==> config.mk <==
export PLATFORM = sky130hd
export DESIGN_NAME = led_ring_tail_and_pulse_animator_top
export DESIGN_NICKNAME = d
export VERILOG_FILES = /design/src/design/lrtpa_pkg.sv /design/src/design/lrtpa_div.sv /design/src/design/led_ring_tail_and_pulse_animator_top.sv
export SDC_FILE = /design/constraint.sdc
export NUM_CORES = 1
export LEC_CHECK = 0
export BUFFER_PORTS_ARGS = -buffer_cell sky130_fd_sc_hd__buf_2
export CORE_MARGIN = 3
export CORE_UTILIZATION = 41
export CTS_BUF_LIST = sky130_fd_sc_hd__clkbuf_4
export CTS_CLUSTER_DIAMETER = 60
export DETAILED_ROUTE_END_ITERATION = 10
export PLACE_DENSITY = 0.63
export SYNTH_ARGS = -nofsm -noshare
export SYNTH_HDL_FRONTEND = slang
export SYNTH_SLANG_ARGS = --single-unit
export TNS_END_PERCENT = 30
==> constraint.sdc <==
create_clock -name i_clk -period 13.7 [get_ports i_clk]
set_clock_uncertainty 0.15 [all_clocks]
set_input_delay 4.11 -clock i_clk [delete_from_list [all_inputs] [get_ports i_clk]]
set_output_delay 4.11 -clock i_clk [all_outputs]
set_load 0.01 [all_outputs]
==> src/design/lrtpa_pkg.sv <==
// Shared types, constants and register indexes for the LED ring tail and pulse animator.
// No dependencies; imported by every other file of the block.
package lrtpa_pkg;

    localparam int PIXEL_COUNT = 24;
    localparam int PIX_W       = 6;
    localparam int LEN_W       = 7;
    localparam int NUM_W       = 14;
    localparam int DEN_W       = 6;
    localparam int LVL_W       = 8;

    localparam logic [LEN_W-1:0] LEN_MIN   = 7'd2;
    localparam logic [LEN_W-1:0] LEN_MAX   = 7'd64;
    localparam logic [LVL_W-1:0] PULSE_STEP = 8'd5;
    localparam logic [LVL_W-1:0] LVL_FULL   = 8'd255;

    localparam logic [6:0]  RST_TAIL_LENGTH = 7'd9;
    localparam logic [15:0] RST_STEP_PERIOD = 16'd120;
    localparam logic [31:0] RST_TAIL_DUR    = 32'd60000;
    localparam logic [31:0] RST_PULSE_DUR   = 32'd300000;

    typedef enum logic [1:0] {
        REG_TAIL_LENGTH = 2'd0,
        REG_STEP_PERIOD = 2'd1,
        REG_TAIL_DUR    = 2'd2,
        REG_PULSE_DUR   = 2'd3
    } t_reg_idx;

    typedef enum logic [2:0] {
        MODE_IDLE   = 3'd0,
        MODE_GREEN  = 3'd1,
        MODE_YELLOW = 3'd2,
        MODE_RED    = 3'd3,
        MODE_PULSE  = 3'd4
    } t_mode;

    localparam logic OP_SET    = 1'b0;
    localparam logic OP_UPDATE = 1'b1;

    typedef enum logic [2:0] {
        S_IDLE,
        S_CHECK,
        S_STEP,
        S_PIX,
        S_DIV,
        S_EMIT
    } t_state;

    typedef struct packed {
        logic             start;
        logic [NUM_W-1:0] num;
        logic [DEN_W-1:0] den;
    } t_div_req;

    typedef struct packed {
        logic             done;
        logic [LVL_W-1:0] quot;
    } t_div_rsp;

endpackage

==> src/design/lrtpa_div.sv <==
// Iterative restoring divider, one quotient bit per cycle, 8-bit quotient.
// Depends on lrtpa_pkg. Caller guarantees num < den * 256.
module lrtpa_div import lrtpa_pkg::*; (
    input  logic     i_clk,
    input  logic     i_rst_n,
    input  t_div_req i_req,
    output t_div_rsp o_rsp
);

    logic                   r_busy;
    logic                   r_done;
    logic [2:0]             r_cnt;
    logic [NUM_W-1:0]       r_rem;
    logic [DEN_W+6:0]       r_sh;
    logic [LVL_W-1:0]       r_quot;
    logic                   fits;

    assign fits = (r_rem >= {1'b0, r_sh});

    always_ff @(posedge i_clk) begin
        if (!i_rst_n) begin
            r_busy <= 1'b0;
            r_done <= 1'b0;
            r_cnt  <= '0;
        end else begin
            r_done <= 1'b0;
            if (i_req.start) begin
                r_busy <= 1'b1;
                r_cnt  <= 3'd7;
            end else if (r_busy) begin
                if (r_cnt == 3'd0) begin
                    r_busy <= 1'b0;
                    r_done <= 1'b1;
                end else begin
                    r_cnt <= r_cnt - 3'd1;
                end
            end
        end
    end

    // datapath: no reset needed
    always_ff @(posedge i_clk) begin
        if (i_req.start) begin
            r_rem  <= i_req.num;
            r_sh   <= {i_req.den, 7'b0};
            r_quot <= '0;
        end else if (r_busy) begin
            if (fits) begin
                r_rem <= r_rem - {1'b0, r_sh};
            end
            r_quot <= {r_quot[LVL_W-2:0], fits};
            r_sh   <= r_sh >> 1;
        end
    end

    assign o_rsp.done = r_done;
    assign o_rsp.quot = r_quot;

endmodule

==> src/design/led_ring_tail_and_pulse_animator_top.sv <==
// Top level of the LED ring tail and pulse animator: sequencer, shared compare, output register.
// Depends on lrtpa_pkg and lrtpa_div.
//
// Usage:
//   Input channel (i_valid / o_stall) carries one transaction: opcode, new_mode, now_ms.
//   A set transaction (opcode 0) stores the mode and start time and clears the animation
//   state; it produces no pixels and the block is ready again the next cycle.
//   An update transaction (opcode 1) draws no pixels on timeout (red then turns to pulse,
//   other modes to idle) or if no tail step is due; else it draws one frame of PIXEL_COUNT
//   pixels on the output channel (o_valid / i_stall), pixel 0 first, o_last_pixel on the last.
//   Work of an update: a check (timeout) through the shared 32-bit subtract/compare, then
//   a step check in tail modes, then per pixel an output for fill frames, a setup and an
//   output for dark tail pixels, and for lit ones also a wait on the 8-step shared divider.
//   o_stall is high while a transaction is in work; one transaction at a time.
//   The output register parts the channels: the next transaction is taken while the last
//   pixel still waits. While i_stall is high and o_valid is set, the sequencer holds its next pixel.
//   Reset (i_rst_n low, synchronous) clears the mode to idle, the animation state, and
//   loads the register defaults. Config writes (i_cfg_we) are registered, no read-back.
module led_ring_tail_and_pulse_animator_top import lrtpa_pkg::*; (
    input  logic                i_clk,
    input  logic                i_rst_n,
    // configuration
    input  logic                i_cfg_we,
    input  logic [1:0]          i_cfg_index,
    input  logic [31:0]         i_cfg_data,
    // input channel
    input  logic                i_valid,
    output logic                o_stall,
    input  logic                i_opcode,
    input  logic [2:0]          i_new_mode,
    input  logic [31:0]         i_now_ms,
    // output channel
    output logic                o_valid,
    input  logic                i_stall,
    output logic [PIX_W-1:0]    o_pixel_index,
    output logic [7:0]          o_red,
    output logic [7:0]          o_green,
    output logic [7:0]          o_blue,
    output logic                o_last_pixel
);

    // config registers
    logic [6:0]  r_tail_length;
    logic [15:0] r_step_period;
    logic [31:0] r_tail_dur;
    logic [31:0] r_pulse_dur;

    // animation state
    t_state           r_state, n_state;
    t_mode            r_mode, n_mode;
    logic [31:0]      r_mode_start, n_mode_start;
    logic [PIX_W-1:0] r_head, n_head;
    logic [31:0]      r_last_step, n_last_step;
    logic [LVL_W-1:0] r_pulse_lvl, n_pulse_lvl;
    logic             r_pulse_up, n_pulse_up;

    // per-transaction work registers
    logic [31:0]      r_now, n_now;
    logic             r_fill, n_fill;
    logic [LVL_W-1:0] r_level, n_level;
    logic [PIX_W-1:0] r_pix, n_pix;

    // output register
    logic             r_out_valid;
    logic [PIX_W-1:0] r_out_pix;
    logic [7:0]       r_out_red, r_out_green, r_out_blue;
    logic             r_out_last;

    logic             in_take;
    logic             out_free;
    logic             load_out;
    logic             pix_last;

    t_div_req         div_req;
    t_div_rsp         div_rsp;

    // shared subtract/compare: (a - b) >= c, modulo 2^32
    logic [31:0]      cmp_a, cmp_b, cmp_c;
    logic             cmp_ge;

    // tail geometry for the current pixel
    logic [LEN_W-1:0] tail_len;
    logic [LEN_W-1:0] tail_off;
    logic             lit;
    logic [DEN_W-1:0] fade_x;

    logic             red_on, green_on;

    assign in_take  = i_valid && (r_state == S_IDLE);
    assign out_free = !r_out_valid || !i_stall;
    assign pix_last = (r_pix == PIX_W'(PIXEL_COUNT - 1));
    assign load_out = (r_state == S_EMIT) && out_free;

    always_comb begin
        cmp_a = r_now;
        cmp_b = r_mode_start;
        cmp_c = (r_mode == MODE_PULSE) ? r_pulse_dur : r_tail_dur;
        if (r_state == S_STEP) begin
            cmp_b = r_last_step;
            cmp_c = {16'b0, r_step_period};
        end
    end
    assign cmp_ge = ((cmp_a - cmp_b) >= cmp_c);

    always_comb begin
        if (r_tail_length < LEN_MIN) begin
            tail_len = LEN_MIN;
        end else if (r_tail_length > LEN_MAX) begin
            tail_len = LEN_MAX;
        end else begin
            tail_len = r_tail_length;
        end
    end

    // distance behind the head, mod PIXEL_COUNT
    assign tail_off = (r_head >= r_pix)
                    ? LEN_W'(r_head - r_pix)
                    : LEN_W'({1'b0, r_head} + LEN_W'(PIXEL_COUNT) - {1'b0, r_pix});
    assign lit      = (tail_off < tail_len);
    assign fade_x   = DEN_W'(tail_len - 7'd1 - tail_off);

    assign div_req.start = (r_state == S_PIX) && lit;
    assign div_req.num   = {fade_x, 8'b0} - NUM_W'(fade_x);   // fade_x * 255
    assign div_req.den   = DEN_W'(tail_len - 7'd1);

    lrtpa_div u_div (
        .i_clk   (i_clk),
        .i_rst_n (i_rst_n),
        .i_req   (div_req),
        .o_rsp   (div_rsp)
    );

    // next state
    always_comb begin
        n_state = r_state;
        case (r_state)
            S_IDLE: begin
                if (in_take && (i_opcode == OP_UPDATE)) begin
                    n_state = S_CHECK;
                end
            end
            S_CHECK: begin
                case (r_mode)
                    MODE_GREEN, MODE_YELLOW, MODE_RED: begin
                        n_state = cmp_ge ? S_IDLE : S_STEP;
                    end
                    MODE_PULSE: begin
                        n_state = cmp_ge ? S_IDLE : S_EMIT;
                    end
                    default: begin
                        n_state = S_EMIT;
                    end
                endcase
            end
            S_STEP: begin
                n_state = cmp_ge ? S_PIX : S_IDLE;
            end
            S_PIX: begin
                n_state = lit ? S_DIV : S_EMIT;
            end
            S_DIV: begin
                if (div_rsp.done) begin
                    n_state = S_EMIT;
                end
            end
            S_EMIT: begin
                if (out_free) begin
                    if (pix_last) begin
                        n_state = S_IDLE;
                    end else if (!r_fill) begin
                        n_state = S_PIX;
                    end
                end
            end
            default: begin
                n_state = S_IDLE;
            end
        endcase
    end

    // datapath and state updates
    always_comb begin
        n_mode       = r_mode;
        n_mode_start = r_mode_start;
        n_head       = r_head;
        n_last_step  = r_last_step;
        n_pulse_lvl  = r_pulse_lvl;
        n_pulse_up   = r_pulse_up;
        n_now        = r_now;
        n_fill       = r_fill;
        n_level      = r_level;
        n_pix        = r_pix;
        case (r_state)
            S_IDLE: begin
                if (in_take) begin
                    n_now = i_now_ms;
                    n_pix = '0;
                    if (i_opcode == OP_SET) begin
                        n_mode       = (i_new_mode <= 3'(MODE_PULSE)) ? t_mode'(i_new_mode)
                                                                      : MODE_IDLE;
                        n_mode_start = i_now_ms;
                        n_head       = '0;
                        n_last_step  = '0;
                        n_pulse_lvl  = '0;
                        n_pulse_up   = 1'b1;
                    end
                end
            end
            S_CHECK: begin
                case (r_mode)
                    MODE_GREEN, MODE_YELLOW: begin
                        if (cmp_ge) begin
                            n_mode = MODE_IDLE;
                        end
                    end
                    MODE_RED: begin
                        if (cmp_ge) begin
                            n_mode       = MODE_PULSE;
                            n_mode_start = r_now;
                        end
                    end
                    MODE_PULSE: begin
                        if (cmp_ge) begin
                            n_mode = MODE_IDLE;
                        end else begin
                            n_fill = 1'b1;
                            if (r_pulse_up) begin
                                if ({1'b0, r_pulse_lvl} + {1'b0, PULSE_STEP}
                                        >= {1'b0, LVL_FULL}) begin
                                    n_pulse_lvl = LVL_FULL;
                                    n_pulse_up  = 1'b0;
                                end else begin
                                    n_pulse_lvl = r_pulse_lvl + PULSE_STEP;
                                end
                            end else begin
                                if (r_pulse_lvl <= PULSE_STEP) begin
                                    n_pulse_lvl = '0;
                                    n_pulse_up  = 1'b1;
                                end else begin
                                    n_pulse_lvl = r_pulse_lvl - PULSE_STEP;
                                end
                            end
                            n_level = n_pulse_lvl;
                        end
                    end
                    default: begin
                        // idle frame: all black
                        n_mode  = MODE_IDLE;
                        n_fill  = 1'b1;
                        n_level = '0;
                    end
                endcase
            end
            S_STEP: begin
                n_fill = 1'b0;
                if (cmp_ge) begin
                    n_last_step = r_now;
                    n_head      = (r_head == PIX_W'(PIXEL_COUNT - 1)) ? '0 : r_head + 1'b1;
                end
            end
            S_PIX: begin
                if (!lit) begin
                    n_level = '0;
                end
            end
            S_DIV: begin
                if (div_rsp.done) begin
                    n_level = div_rsp.quot;
                end
            end
            S_EMIT: begin
                if (out_free && !pix_last) begin
                    n_pix = r_pix + 1'b1;
                end
            end
            default: begin
            end
        endcase
    end

    assign red_on   = r_fill || (r_mode == MODE_YELLOW) || (r_mode == MODE_RED);
    assign green_on = !r_fill && ((r_mode == MODE_GREEN) || (r_mode == MODE_YELLOW));

    // control and animation state
    always_ff @(posedge i_clk) begin
        if (!i_rst_n) begin
            r_state       <= S_IDLE;
            r_mode        <= MODE_IDLE;
            r_mode_start  <= '0;
            r_head        <= '0;
            r_last_step   <= '0;
            r_pulse_lvl   <= '0;
            r_pulse_up    <= 1'b1;
            r_out_valid   <= 1'b0;
            r_tail_length <= RST_TAIL_LENGTH;
            r_step_period <= RST_STEP_PERIOD;
            r_tail_dur    <= RST_TAIL_DUR;
            r_pulse_dur   <= RST_PULSE_DUR;
        end else begin
            r_state      <= n_state;
            r_mode       <= n_mode;
            r_mode_start <= n_mode_start;
            r_head       <= n_head;
            r_last_step  <= n_last_step;
            r_pulse_lvl  <= n_pulse_lvl;
            r_pulse_up   <= n_pulse_up;
            if (load_out) begin
                r_out_valid <= 1'b1;
            end else if (!i_stall) begin
                r_out_valid <= 1'b0;
            end
            if (i_cfg_we) begin
                case (t_reg_idx'(i_cfg_index))
                    REG_TAIL_LENGTH: r_tail_length <= i_cfg_data[6:0];
                    REG_STEP_PERIOD: r_step_period <= i_cfg_data[15:0];
                    REG_TAIL_DUR:    r_tail_dur    <= i_cfg_data;
                    REG_PULSE_DUR:   r_pulse_dur   <= i_cfg_data;
                    default: begin
                    end
                endcase
            end
        end
    end

    // work and output payload
    always_ff @(posedge i_clk) begin
        r_now   <= n_now;
        r_fill  <= n_fill;
        r_level <= n_level;
        r_pix   <= n_pix;
        if (load_out) begin
            r_out_pix   <= r_pix;
            r_out_red   <= red_on ? r_level : 8'd0;
            r_out_green <= green_on ? r_level : 8'd0;
            r_out_blue  <= 8'd0;
            r_out_last  <= pix_last;
        end
    end

    assign o_stall       = (r_state != S_IDLE);
    assign o_valid       = r_out_valid;
    assign o_pixel_index = r_out_pix;
    assign o_red         = r_out_red;
    assign o_green       = r_out_green;
    assign o_blue        = r_out_blue;
    assign o_last_pixel  = r_out_last;

`ifndef SYNTHESIS
    a_div_done_in_div: assert property (@(posedge i_clk) disable iff (!i_rst_n)
        div_rsp.done |-> (r_state == S_DIV))
        else $error("divider finished outside its wait state");

    a_last_pixel_ends: assert property (@(posedge i_clk) disable iff (!i_rst_n)
        (load_out && pix_last) |=> (o_valid && o_last_pixel && (r_state == S_IDLE)))
        else $error("frame end not flagged or sequencer not back to idle");

    a_pixel_range: assert property (@(posedge i_clk) disable iff (!i_rst_n)
        o_valid |-> (o_pixel_index < PIX_W'(PIXEL_COUNT)))
        else $error("pixel index beyond ring size");

    a_head_range: assert property (@(posedge i_clk) disable iff (!i_rst_n)
        r_head < PIX_W'(PIXEL_COUNT))
        else $error("head position beyond ring size");

    a_fill_no_color: assert property (@(posedge i_clk) disable iff (!i_rst_n)
        (load_out && r_fill) |=> ((o_green == 8'd0) && (o_blue == 8'd0)))
        else $error("fill frame carries green or blue");
`endif

endmodule
# [Word-level counts from Yosys, hierarchy flattened]
# Index checks and enable logic that the tools add are counted.
# W data, S select, Z words.
[classes] addsub=14 mul=0 div=0 magnitude_cmp=9 eq_ne=33 n_shift=0 n_mux=77 bitwise=2 reduce_logical=43
[ops] op="$mux W32" count=9
[ops] op="$pmux W32 S2" count=2
[ops] op="$mux W8" count=9
[ops] op="$mux W14" count=3
[ops] op="$mux W3" count=14
[ops] op="$mux W6" count=6
[ops] op="$ge A32 B32 Y1" count=1
[ops] op="$pmux W8 S2" count=2
[ops] op="$sub A32 B32 Y32" count=1
[ops] op="$mux W13" count=2
[ops] op="$pmux W6 S2" count=2
[ops] op="$pmux W8 S3" count=1
[ops] op="$ne A2 B2 Y1 const B" count=11
[ops] op="$mux W7" count=3
[ops] op="$reduce_and A5 Y1" count=4
[ops] op="$pmux W3 S2" count=3
[ops] op="$pmux W3 S6" count=1
[ops] op="$mux W1" count=15
[ops] op="$ge A14 B13 Y1" count=1
[ops] op="$reduce_and A2 Y1" count=7
[ops] op="$sub A14 B13 Y14" count=1
[ops] op="$sub A14 B6 Y14" count=1
[ops] op="$add A6 B1 Y6 const B" count=2
[ops] op="$eq A3 B2 Y1 const B" count=4
[ops] op="other kinds (36)" count=73
[totals] register_bits=283 latchBits=0 mem_bits_rw=0 mem_bits_ro=0 input_bits=75 out_inout_bits=33 memories=0

# [Logic depth before layout (Yosys ltp)]
[depth] ltp_word=7 mapped_depth=28 mapped_depth_nobuf=23

# [Hierarchy]
# Synthesis repeated with hierarchy kept, for this count alone.
[unflattened] cells_unflattened=1961 hier_area_um2=16719.8
[modules_own_cells] module="led_ring_tail_and_pulse_animator_top" n_inst=1 cells_per_inst=1688 area_per_inst_um2=14330.0 seq_area_each_um2=5565.3
[modules_own_cells] module="lrtpa_div" n_inst=1 cells_per_inst=273 area_per_inst_um2=2389.8 seq_area_each_um2=1001.0

# [Worst setup path before layout]
# Ideal clock, no wire load.
[synth_timing] path_type="reg-to-reg" from="reg r_state[1]" to="reg r_level[0], enable pin" setup_ns=0.384 t_arrival_ns=5.750 setup_slack_ns=7.416 stages_incl_launch_ff=24 path_cell_list="dfxtp_1 buf_2 nor3b_2 clkbuf_1 buf_1 mux2i_1 ha_1 o21a_1 o21ai_0 a211oi_1 o31ai_1 o211ai_2 a2111oi_1 or3b_1 a21oi_1 ha_1 a21o_1 a21o_1 a221oi_1 o21ai_1 a31oi_4 buf_4 o31ai_1 a2111oi_2"
[synth_via] elab_chain_cells=6 elab_cells_between_ends=14 cone_classes="1 x add/sub; 1 x order compare; 8 x eq/ne; 2 x mux; 2 x reduce/logical"
[synth_rtl] item="start, declared" line="led_ring_tail_and_pulse_animator_top.sv:49" rtl="t_state r_state, n_state;"
[synth_rtl] item="start signal, assigned" line="led_ring_tail_and_pulse_animator_top.sv:300" rtl="r_state <= n_state;"
[synth_rtl] item="$eq A3 B2 Y1" line="led_ring_tail_and_pulse_animator_top.sv:98" rtl="if (r_state == S_STEP) begin"
[synth_rtl] item="$mux W32" line="led_ring_tail_and_pulse_animator_top.sv:98"
[synth_rtl] item="$sub A32 B32 Y32" line="led_ring_tail_and_pulse_animator_top.sv:103" rtl="assign cmp_ge = ((cmp_a - cmp_b) >= cmp_c);"
[synth_rtl] item="$ge A32 B32 Y1" line="led_ring_tail_and_pulse_animator_top.sv:103"
[synth_rtl] item="$ne A3 B3 Y1 (no source line)"
[synth_rtl] item="$reduce_and A5 Y1 (no source line) *"
[synth_rtl] item="end signal, assigned" line="led_ring_tail_and_pulse_animator_top.sv:329" rtl="r_level <= n_level;"
[synth_rtl] item="end, declared" line="led_ring_tail_and_pulse_animator_top.sv:60" rtl="logic [LVL_W-1:0] r_level, n_level;"
# Every way passes the cells marked *; elsewhere a longest branch is shown, timed or not.
# A chain may end at the register's enable or synchronous reset.

# [Worst setup path in the final report]
[layout_timing] from="reg r_state[1]" to="reg r_level[5], enable pin"
# The elaborated chain is that of the path after synthesis.

==> metrics.yaml <==
die:
  die_area_mm2: 0.0417
  num_rows: 72
  ios: 108
  design.core.area_mm2: 0.0387
  floorplan.die.width_um: 204
  die_height_um: 204
  initial_utilization_pct: 41.6
logic_synthesis:
  syn_inst: 1913
  yosysWarningCount: 0
  most_used_standard_cell_by_instance_count_after_synthesis: "sky130_fd_sc_hd__nand2_1"
  post-synth-top-area-fraction_pct: 24.0
  postSynth.asyncResetShare_pct: 0
  synth-edff-count: 90
  synth_common_cells: "sky130_fd_sc_hd__nand2_1, sky130_fd_sc_hd__dfxtp_1, sky130_fd_sc_hd__a21oi_1, sky130_fd_sc_hd__nor2_1, sky130_fd_sc_hd__ha_1"
  ys_seq_area_share_pct: 40.7
  synth.top_cells.by_area: "sky130_fd_sc_hd__dfxtp_1, sky130_fd_sc_hd__edfxtp_1, sky130_fd_sc_hd__nand2_1"
  ys.flop_type: "sky130_fd_sc_hd__dfxtp_1"
  yosys_register_bits: 283
  synthDistinctLibCells: 78
  post_synth.cell_area_avg_um2: 8.43
  syn-cell-area_mm2: 0.0161
  synth_top_area_cell: "sky130_fd_sc_hd__dfxtp_1"
setup_path:
  crit_path_end_kind: "flop"
  worstSetupPathType: "flop to flop"
  critPathMaxFanout: 55
  critical_path.slowest_cell: "sky130_fd_sc_hd__a2111oi_2"
  crit_buf_inv: 2
  cp-start-kind: "flop"
  cp_top_family: "compound AO/OA/AOI/OAI gates"
  crit_path_max_incr_delay_ns: 0.97
  worst_ep_required_ns: 13.92
  arrival_ns: 7.75
  worst-r2r-setup-slack_ns: 6.17
  timing.critical_path.cells: "nor3b_4 -> buf_4 -> buf_4 -> mux2i_1 -> ha_1 -> and2_1 -> o21ai_0 -> a211oi_1 -> o31ai_1 -> o211ai_2 -> a2111oi_1 -> or3b_1 -> a21oi_1 -> ha_1 -> a21o_1 -> a21o_1 -> a221oi_1 -> o21ai_1 -> a31oi_4 -> o31ai_1 -> a2111oi_2"
worst_hold_path:
  hp-class: "flop to flop"
route:
  route.final.wire_length_um: 40400
  antenna_violating_nets_post_route: 0
  met3WireLength_um: 2300
  vias: 13800
  route.layer.met1.wl_um: 18700
  route.met2.wl_um: 18600
  route.detailed.drc: 0
  routed_wirelength_normalized_by_instance_count_um: 15.6
  drtIter0Drc: 898
  drt-pass1-iter-count: 6
  vias_per_cell: 5.31
  route.top_layer_used: "met4"
timing:
  slew-limit-headroom_pct: 23.3
  finalHoldViolCount: 0
  tightest_slew_ns: 1.15
  setup_slack_ns: 6.17
  report.final.slew_viol_count: 0
  fin_crit_sh_pct: 55.0
  final-setup-viol-count: 0
  fmaxAchievable_mhz: 133
  fin_crit_ns: 7.53
  setup-tns-final_ns: 0
  rsz_0062_raised_after_global_routing: "false"
layout:
  final_cells: 2592
  area_growth_pct: 12.0
  layout.core_utilization_pct: 46.6
  drive_above_1_share_pct: 13.5
  finalNetCount: 2199
  nFillCells: 3799
place:
  dp_hpwl_um: 27500
  dpl.cell_count: 2443
  globalplace.congestion: 0.878
  port-buffer-count: 99
  dp_slack_ns: 6.15
clocking:
  clock_tree.root_cell: "sky130_fd_sc_hd__clkbuf_4"
  cts_setup_buffers: 0
  clockBufferDepth: 3
  ctsHoldBuffers: 0
  worst_skew_pair.late_latency_ns: 0.77
  htreeDepth: 3
  clkSlewWorstSetupHoldPaths_ns: 0.06
  cts.sink_count: 283
  cts_made_buffers: 79
  cts_tree: "yes"
  cts.repair.resized: 0
job:
  drv.max_cap_violation_count: 0
outcome:
  run_status: "complete, no violations"
global_routing:
  antenna_found_initial: 2
  wire_length_of_the_first_global_routing_pass_um: 66400
  grt.overflow.total: 0
  vias_in_the_first_global_route: 13300
  grt_usage_pct: 19.4
  grt_start_max_net_pins: 70
power:
  p_per_area_mw_per_mm2: 137
  power.ir.vdd_worst_mv: 0.0738
  p_leak_nw: 7.13
==> cells in the final DEF, fill, tap and decap left out, types with 6 or more instances in the layout <==
master,count
sky130_fd_sc_hd__a211oi_1,9
sky130_fd_sc_hd__a21boi_0,16
sky130_fd_sc_hd__a21o_1,24
sky130_fd_sc_hd__a21oi_1,184
sky130_fd_sc_hd__a22o_1,6
sky130_fd_sc_hd__a311oi_1,34
sky130_fd_sc_hd__a31oi_1,18
sky130_fd_sc_hd__and2_1,12
sky130_fd_sc_hd__buf_2,99
sky130_fd_sc_hd__buf_4,17
sky130_fd_sc_hd__clkbuf_4,126
sky130_fd_sc_hd__clkinv_1,16
sky130_fd_sc_hd__conb_1,8
sky130_fd_sc_hd__dfxtp_1,193
sky130_fd_sc_hd__edfxtp_1,90
sky130_fd_sc_hd__fa_1,7
sky130_fd_sc_hd__ha_1,111
sky130_fd_sc_hd__inv_1,66
sky130_fd_sc_hd__mux2i_1,54
sky130_fd_sc_hd__nand2_1,426
sky130_fd_sc_hd__nand2b_1,18
sky130_fd_sc_hd__nand3_1,85
sky130_fd_sc_hd__nand3b_1,6
sky130_fd_sc_hd__nand4_1,12
sky130_fd_sc_hd__nor2_1,122
sky130_fd_sc_hd__nor2b_1,19
sky130_fd_sc_hd__nor3_1,25
sky130_fd_sc_hd__o211ai_1,7
sky130_fd_sc_hd__o21a_1,18
sky130_fd_sc_hd__o21ai_0,60
sky130_fd_sc_hd__o31ai_1,11
sky130_fd_sc_hd__or2_2,8
sky130_fd_sc_hd__or3_1,10
sky130_fd_sc_hd__xnor2_1,41
sky130_fd_sc_hd__xor2_1,20
==> tightest hold or removal path: stages, from the launching register on <==
cell                       delay (ns)
sky130_fd_sc_hd__dfxtp_1         0.31
sky130_fd_sc_hd__nand2_1         0.05
sky130_fd_sc_hd__a21boi_1        0.05
==> layout make-up <==
cell class,instances,area [um^2],area share (%)
antenna,4,10.0,0.0554
clock buffer,126,946,5.24
clock inverter,19,128,0.707
inverter,69,262,1.45
multi-input combinational,1457,8870,49.1
sequential,283,6570,36.4
tap,518,648,3.59
timing repair buffer,116,623,3.45
==> state kept, by name, indices dropped and copies added, names as in the netlist, 6 cells and up <==
| signal | flops |
|---|---|
| r_pulse_dur | 32 |
| o_green | 8 |
| u_div.r_quot | 8 |
| r_tail_length | 7 |
| r_tail_dur | 32 |
| o_red | 8 |
| cmp_a | 32 |
| r_pulse_lvl | 8 |
| r_step_period | 16 |
| o_pixel_index | 6 |
| r_head | 6 |
| r_level | 8 |
| u_div.r_sh | 13 |
| r_pix | 6 |
| r_last_step | 32 |
| u_div.r_rem | 14 |
| r_mode_start | 32 |
==> metal layers <==
| layer | track usage [%] | up-vias |
|---|---|---|
| li1 | - | 6920 |
| met2 | 32.0 | 363 |
| met1 | 25.5 | 6413 |
| met3 | 4.24 | 71 |
| met4 | 5.82 | 0 |
| met5 | 0 | - |
==> stage by stage <==
stage | area (um^2) | hold slack [ns] | total power [mW]
2_1_floorplan | 16100 | 0.280 | 1.50
3_3_place_gp | 17000 | 0.287 | 1.65
3_5_place_dp | 17000 | 0.294 | 1.67
4_1_cts | 18000 | 0.300 | 2.50
5_1_grt | 18100 | 0.317 | 2.65
6_report | 18100 | 0.299 | 2.47
==> worst paths after layout <==
kind	depth (start not counted)	endpoint	from
max	21	r_level[5]	r_state[1]
min	2	r_last_step[30]	r_last_step[30]
max reg2reg	21	r_level[5]	r_state[1]
min reg2reg	2	r_last_step[30]	r_last_step[30]
==> report_power, final <==
part           internal (mW)  switching (mW)
sequential             0.920          0.0363
clock                  0.453           0.365
combinational          0.276           0.423
==> cells by family after synthesis <==
group	share of synthesized area, %
flops	40.7
xor+xnor	3.41
fa+ha+maj	9.48
compound gates	17.5
other cells	0.0233
buf+inv	4.63
mux	3.49
simple gates	20.8
Power figures use the tool's default switching activity.
